**config.mk**
```make
export PLATFORM = sky130hd
export DESIGN_NAME = frbm_ctrl
export DESIGN_NICKNAME = d
export VERILOG_FILES = /design/src/hw/rtl/frbm_pkg.sv /design/src/hw/rtl/frbm_ctrl.sv
export SDC_FILE = /design/constraint.sdc
export NUM_CORES = 1
export LEC_CHECK = 0
export BUFFER_PORTS_ARGS = -buffer_cell sky130_fd_sc_hd__buf_2
export CORE_AREA = 2 2 39 41
export CTS_CLUSTER_SIZE = 16
export DETAILED_ROUTE_END_ITERATION = 10
export DIE_AREA = 0 0 41 43
export GPL_ROUTABILITY_DRIVEN = 0
export GPL_TIMING_DRIVEN = 0
export PLACE_DENSITY_LB_ADDON = 0.25
export REMOVE_ABC_BUFFERS = 1
export SETUP_SLACK_MARGIN = 0.2
export SYNTH_ARGS = -nofsm -noshare
export SYNTH_HDL_FRONTEND = slang
export SYNTH_SLANG_ARGS = --single-unit
```
**constraint.sdc**
```tcl
create_clock -name clk -period 1.3 [get_ports clk]
set_input_delay 0.195 -clock clk [delete_from_list [all_inputs] [get_ports clk]]
set_output_delay 0.195 -clock clk [all_outputs]
set_load 0.005 [all_outputs]
```
**src/hw/rtl/frbm_pkg.sv**
```systemverilog
// Shared types and constants for the flow byte rate meter.
package frbm_pkg;

	localparam int FLOW_ENTRIES_DEF = 64;

	localparam int ADDR_W  = 32;
	localparam int PORT_W  = 16;
	localparam int PROTO_W = 8;
	localparam int LEN_W   = 16;
	localparam int BYTE_W  = 64;
	localparam int SHORT_W = 63;
	localparam int MID_W   = 61;
	localparam int LONG_W  = 59;
	localparam int PHASE_W = 5;

	localparam logic [PROTO_W-1:0] PROTO_TCP = 8'd6;
	localparam logic [PROTO_W-1:0] PROTO_UDP = 8'd17;

	// Tick phase runs modulo 20; mid window every 5th tick
	localparam logic [PHASE_W-1:0] PHASE_LAST = 5'd19;
	localparam logic [PHASE_W-1:0] PHASE_M5   = 5'd5;
	localparam logic [PHASE_W-1:0] PHASE_M10  = 5'd10;
	localparam logic [PHASE_W-1:0] PHASE_M15  = 5'd15;

	localparam int MID_DIV  = 10;
	localparam int LONG_DIV = 40;

	// One flow table entry
	typedef struct packed {
		logic [ADDR_W-1:0]  src_addr;
		logic [ADDR_W-1:0]  dst_addr;
		logic [PORT_W-1:0]  sport;
		logic [PORT_W-1:0]  dport;
		logic [BYTE_W-1:0]  cnt;
		logic [BYTE_W-1:0]  at_last;
		logic [BYTE_W-1:0]  at_mid;
		logic [BYTE_W-1:0]  at_long;
		logic [SHORT_W-1:0] peak;
		logic [MID_W-1:0]   hmid;
		logic [LONG_W-1:0]  hlong;
	} entry_t;

	// Controller to datapath commands
	typedef struct packed {
		logic latch;
		logic rd;
		logic idx_inc;
		logic wr_hit;
		logic wr_new;
		logic phase_adv;
		logic tload;
		logic wr_tick;
	} cmd_t;

	// Datapath to controller status
	typedef struct packed {
		logic is_tick;
		logic cnt_zero;
		logic match;
		logic idx_last;
		logic full;
		logic div_busy;
		logic mid;
	} stat_t;

endpackage

```
**src/hw/rtl/frbm_ctrl.sv**
```systemverilog
// Controller state machine sequencing lookups and tick walks.
module frbm_ctrl (
	input  logic              clk,
	input  logic              arst_n,
	input  logic              start,
	output logic              busy,
	input  frbm_pkg::stat_t   stat,
	output frbm_pkg::cmd_t    cmd
);

	localparam logic [3:0] ST_IDLE   = 4'd0;
	localparam logic [3:0] ST_DISP   = 4'd1;
	localparam logic [3:0] ST_P_CMP  = 4'd2;
	localparam logic [3:0] ST_P_RD   = 4'd3;
	localparam logic [3:0] ST_P_NEW  = 4'd4;
	localparam logic [3:0] ST_T_LOAD = 4'd5;
	localparam logic [3:0] ST_T_DIV  = 4'd6;
	localparam logic [3:0] ST_T_WR   = 4'd7;
	localparam logic [3:0] ST_T_RD   = 4'd8;

	logic [3:0] state_q, state_nx;

	always_ff @(posedge clk or negedge arst_n) begin
		if (!arst_n) begin
			state_q <= ST_IDLE;
		end else begin
			state_q <= state_nx;
		end
	end

	// Next state and commands
	always_comb begin
		state_nx = state_q;
		cmd      = '0;
		case (state_q)
			ST_IDLE: begin
				if (start) begin
					cmd.latch = 1'b1;
					state_nx  = ST_DISP;
				end
			end
			ST_DISP: begin
				if (stat.is_tick) begin
					cmd.phase_adv = 1'b1;
					if (stat.cnt_zero) begin
						state_nx = ST_IDLE;
					end else begin
						cmd.rd   = 1'b1;
						state_nx = ST_T_LOAD;
					end
				end else if (stat.cnt_zero) begin
					state_nx = ST_P_NEW;
				end else begin
					cmd.rd   = 1'b1;
					state_nx = ST_P_CMP;
				end
			end
			ST_P_CMP: begin
				if (stat.match) begin
					cmd.wr_hit = 1'b1;
					state_nx   = ST_IDLE;
				end else if (stat.idx_last) begin
					state_nx = ST_P_NEW;
				end else begin
					cmd.idx_inc = 1'b1;
					state_nx    = ST_P_RD;
				end
			end
			ST_P_RD: begin
				cmd.rd   = 1'b1;
				state_nx = ST_P_CMP;
			end
			ST_P_NEW: begin
				cmd.wr_new = !stat.full;
				state_nx   = ST_IDLE;
			end
			ST_T_LOAD: begin
				cmd.tload = 1'b1;
				state_nx  = stat.mid ? ST_T_DIV : ST_T_WR;
			end
			ST_T_DIV: begin
				if (!stat.div_busy) begin
					state_nx = ST_T_WR;
				end
			end
			ST_T_WR: begin
				cmd.wr_tick = 1'b1;
				if (stat.idx_last) begin
					state_nx = ST_IDLE;
				end else begin
					cmd.idx_inc = 1'b1;
					state_nx    = ST_T_RD;
				end
			end
			ST_T_RD: begin
				cmd.rd   = 1'b1;
				state_nx = ST_T_LOAD;
			end
			default: begin
				state_nx = ST_IDLE;
			end
		endcase
	end

	assign busy = (state_q != ST_IDLE);

endmodule
```
-- Yosys cells after proc, flatten, opt, wreduce, memory -nomap -nowiden
Cells that the tools add are included.
W data, S select, Z words.
- add/subtract/negate cells: 0
- multipliers: 0
- div/mod/pow operators: 0
- magnitude comparators: 0
- eq/ne operators: 10
- shift operators: 0
- muxes and demuxes: 24
- bitwise operators: 0
- reduce and logical (&&, ||, !) cells: 5
- operators with widths (cell ; number):
    $pmux W4 S8 ; 1
    $mux W4 ; 5
    $eq A4 B3 Y1 const B ; 4
    $mux W1 ; 13
    $mux W3 ; 3
    $eq A4 B2 Y1 const B ; 2
    $eq A4 B1 Y1 const B ; 1
    $eq A4 B4 Y1 const B ; 1
    $logic_not A4 Y1 ; 1
    $ne A2 B2 Y1 const B ; 2
    $pmux W1 S2 ; 2
    $reduce_bool A4 Y1 ; 1
    $reduce_and A2 Y1 ; 1
    $reduce_or A2 Y1 ; 1
    $logic_not A1 Y1 ; 1
- bits in registers: 4
- latch bits: 0
- memory bits (writable): 0
- memory bits (read-only): 0
- input port bits: 10
- word-level logic and storage cells: 40
- memories: 0

-- Longest topological paths before layout
- word-level depth: 3
- mapped depth: 5

-- Least setup slack after synthesis
OpenSTA, ideal clock, no wires.
- kind: register -> register
- start: register state_q[3]
- end: register state_q[0]
- library setup time: 0.094 ns
- arrival: 1.135 ns
- path slack: 0.071 ns
- stages on the path, launching flop included: 5
- buffers on the path: 1
- clock period less this slack: 1.229 ns
- cells stage by stage: dfrtp_1 -> buf_6 -> nor4b_4 -> a21oi_2 -> a221oi_2
- longest elaborated chain between the ends: 3
- elaborated cells between the ends (all ways): 12
- those cells by class: 9 x eq/ne; 1 x mux; 2 x reduce/logical
- RTL lines (what ; RTL line ; source):
    start: declaration ; frbm_ctrl.sv:21 ; logic [3:0] state_q, state_nx;
    start signal: assignment ; frbm_ctrl.sv:27 ; state_q <= state_nx;
    $eq A4 B3 Y1 / $logic_not A4 Y1 (equally long branches) ; frbm_ctrl.sv:35 ; case (state_q)
    $ne A2 B2 Y1 (no line) ; -- ;
    $reduce_and A2 Y1 (no line) ; -- ;
Several ways; a longest one is shown, not always the timed one.
A chain may end at the register's enable or synchronous reset.

==> impl_metrics.env <==
export IMPL_holdWs_ns=0.1895
export IMPL_violations="negative setup slack"
export IMPL_netlist_instances=53
export IMPL_place_inst=83
export IMPL_tightest_slew_ns=0.2829
export IMPL_hold_class="input pin to flip-flop"
export IMPL_final_nets=104
export IMPL_hold_end="state_q[3]"
export IMPL_antenna_found_initial=0
export IMPL_ioPinCount=19
export IMPL_ys_ff_latch=4
export IMPL_grt_pass1_vias=499
export IMPL_cp_slowest_stage_delay_ns=0.45
export IMPL_cts_buffer_depth=2
export IMPL_wirelength_um=1304
export IMPL_p_per_area_mw_per_mm2=2149
export IMPL_fin_cells=106
export IMPL_ff2ff_path_depth=5
export IMPL_start_util_pct=32.64
export IMPL_regMostFlops="state_q"
export IMPL_core_area_mm2=0.001384
export IMPL_cts_root_buf="clkbuf_4"
export IMPL_critPathMaxFanout=4
export IMPL_diodes=0
export IMPL_crit_required_ns=1.11
export IMPL_layout_commonest_cell="buf_2"
export IMPL_maxSlewViolCount=0
export IMPL_path_class="flip-flop to output pin"
export IMPL_crit_path_start_kind="flip-flop"
export IMPL_row_count=14
export IMPL_drv_cap=0
export IMPL_placedInstanceArea_um2=524.3
export IMPL_rr_startpoint="state_q[0]"
export IMPL_rrSetupSlack_ns=-0.11
export IMPL_largest_reg_flops=4
export IMPL_htreeDepth=1
export IMPL_yosys_warnings=0
export IMPL_reg_top3="state_q: 4 flops"
export IMPL_grt_max_degree=8
export IMPL_status="finished with violations"
export IMPL_fp_dieH_um=43
export IMPL_worst_skew_pair_late_latency_ns=0.24
export IMPL_globalRouteOverflowTotal=0
export IMPL_grt_usage_pct=17.14
export IMPL_fin_ws_ns=-0.2783
export IMPL_cts_tree="done"
export IMPL_power_leakage_nw=0.4072
export IMPL_wire_per_inst_um=12.30
export IMPL_die_area_mm2=0.001763
export IMPL_portBuffers=18
export IMPL_skew_ns=0.006142
export IMPL_cp_slowest_cell="dfrtp_2"
export IMPL_min_path_cells=2
export IMPL_cts_sinks=4
export IMPL_slew_headroom_pct=81.00
export IMPL_worstPathArrival_ns=1.38
export IMPL_drt_first_pass_iters=4
export IMPL_drt_vias_per_instance=4.943
export IMPL_yosysUniqueCellTypes=30
export IMPL_clk_pin_slew_ns=0.03
export IMPL_ys_seq_area_share_pct=22.16
export IMPL_cp_end_kind="output pin"
export IMPL_drive_above_1_share_pct=68.89
export IMPL_hpwlAfterDp_um=723.4
export IMPL_vias=524
export IMPL_numCtsBuffers=3
export IMPL_rsz0062_at_grt="true"
export IMPL_ir_worst_vdd_mv=1.431
export IMPL_fmax_mhz=633.6
export IMPL_cp_cell_sequence="nor4b_4 > nand2_1 > o31ai_2 > buf_2"
export IMPL_min_period_ns=1.578
export IMPL_n_fill_cell=113
export IMPL_die_w_um=41
export IMPL_hold_viol_final=0
export IMPL_dp_slack_ns=-0.1963
export IMPL_r2r_end="state_q[0]"
export IMPL_layout_common_cells="17 x buf_2, 12 x buf_6, 8 x buf_4"
export IMPL_area_growth_pct=78.12
export IMPL_finalCritPeriodShare_pct=121.4
export IMPL_postRouteAntennaNets=0
export IMPL_drc=0
export IMPL_setup_viol=11
export IMPL_synth_area_per_cell_um2=8.522
export IMPL_synthesis_area_um2=451.7
export IMPL_grt_pass1_wl_um=2125
export IMPL_worstHoldStart="stat[3]"
export IMPL_fin_area_um2=804.5
export IMPL_drtIter0Drc=6
export IMPL_final_core_util_pct=58.14
per-stage QoR:
stage	power (mW)	TNS (ns)
2_1_floorplan	0.6868	0
3_3_place_gp	0.8750	-0.6006
3_5_place_dp	0.8789	-0.6365
4_1_cts	1.530	-1.123
5_1_grt	1.849	-2.075
6_report	1.729	-1.475
synthesized netlist by cell type:
master | n | share of area, %
xor2_1 | 1 | 1.9
or2b_1 | 1 | 1.7
nor4_1 | 1 | 1.4
inv_1 | 5 | 4.2
a21oi_1 | 1 | 1.1
a221oi_2 | 1 | 3.3
a21oi_2 | 1 | 1.9
nor4b_4 | 1 | 5.3
buf_6 | 2 | 5.0
and4bb_1 | 1 | 2.8
dfrtp_1 | 4 | 22
nor2_1 | 5 | 4.2
o31ai_2 | 1 | 2.8
a22oi_1 | 1 | 1.7
nor3b_1 | 1 | 1.7
nor2b_1 | 1 | 1.4
and3b_1 | 1 | 1.9
o31ai_1 | 2 | 3.3
o21a_1 | 1 | 1.7
buf_4 | 2 | 3.3
mux2i_1 | 1 | 2.2
o211ai_1 | 1 | 1.7
nand2_1 | 5 | 4.2
a21o_2 | 1 | 1.9
and3_1 | 2 | 2.8
a32oi_1 | 1 | 1.9
nor3_1 | 4 | 4.4
and2_2 | 1 | 1.7
o21ai_0 | 1 | 1.1
ha_1 | 2 | 5.5
power by group:
| group | switching [mW] | internal, mW |
|---|---|---|
| registers | 0.117 | 0.180 |
| logic | 0.516 | 0.764 |
| clock network | 0.0490 | 0.103 |
worst max-delay path, delay by kind of cell (launching register included):
kind                   cells  cell delay [ns]
AOI/OAI and AO/OA          1             0.08
buffers and inverters      1             0.15
DFF                        1             0.45
and+or+nand+nor            2             0.47
routing by layer:
| layer | share of wire (%) | vias to the layer above | GRT usage (%) |
|---|---|---|---|
| met2 | 52 | 18 | 28.13 |
| li1 | - | 265 | - |
| met4 | 1.0 | 0 | 2.000 |
| met3 | 4.8 | 2 | 4.712 |
| met1 | 42 | 239 | 22.15 |
| met5 | 0 | - | 0 |
repair_timing:
action	CTS	global route
setup buffers	16	3
hold buffers	1	0
pin swaps	15	7
setup endpoints to repair	12	12
resized for setup	26	10
endpoints found under the hold margin	4	0
how the worst max path moves through the flow:
stage               start          to  slack [ns]  depth (start not counted)
2_1_floorplan  state_q[1]  state_q[0]        0.05                          3
6_report       state_q[0]      cmd[5]       -0.28                          4
3_5_place_dp   state_q[1]      cmd[5]       -0.20                          4
4_1_cts        state_q[2]      cmd[5]       -0.24                          4
3_3_place_gp   state_q[1]      cmd[5]       -0.21                          4
5_1_grt        state_q[0]      cmd[5]       -0.32                          4
cell families (layout without fill, tap and decap cells):
kind of cell               count (synthesis)  in the layout  synth area share [%]
and+or+nand+nor                           24             24                 33.24
AOI/OAI and AO/OA                         12             12                 22.44
xor gates and xnor gates                   1              1                 1.939
adders and majority gates                  2              2                 5.539
buffers and inverters                      9             46                 12.46
muxes                                      1              1                 2.216
DFF                                        4              4                 22.16
layout make-up:
| type | count | area, µm² | share of cell area [%] |
|---|---|---|---|
| clock buffer | 3 | 22.52 | 2.799 |
| inverter | 5 | 18.77 | 2.333 |
| multi-input combinational | 40 | 347.8 | 43.23 |
| sequential | 4 | 105.1 | 13.06 |
| tap | 16 | 20.02 | 2.488 |
| timing repair buffer | 38 | 290.3 | 36.08 |
Note: power is estimated with default switching activity, not from simulation.
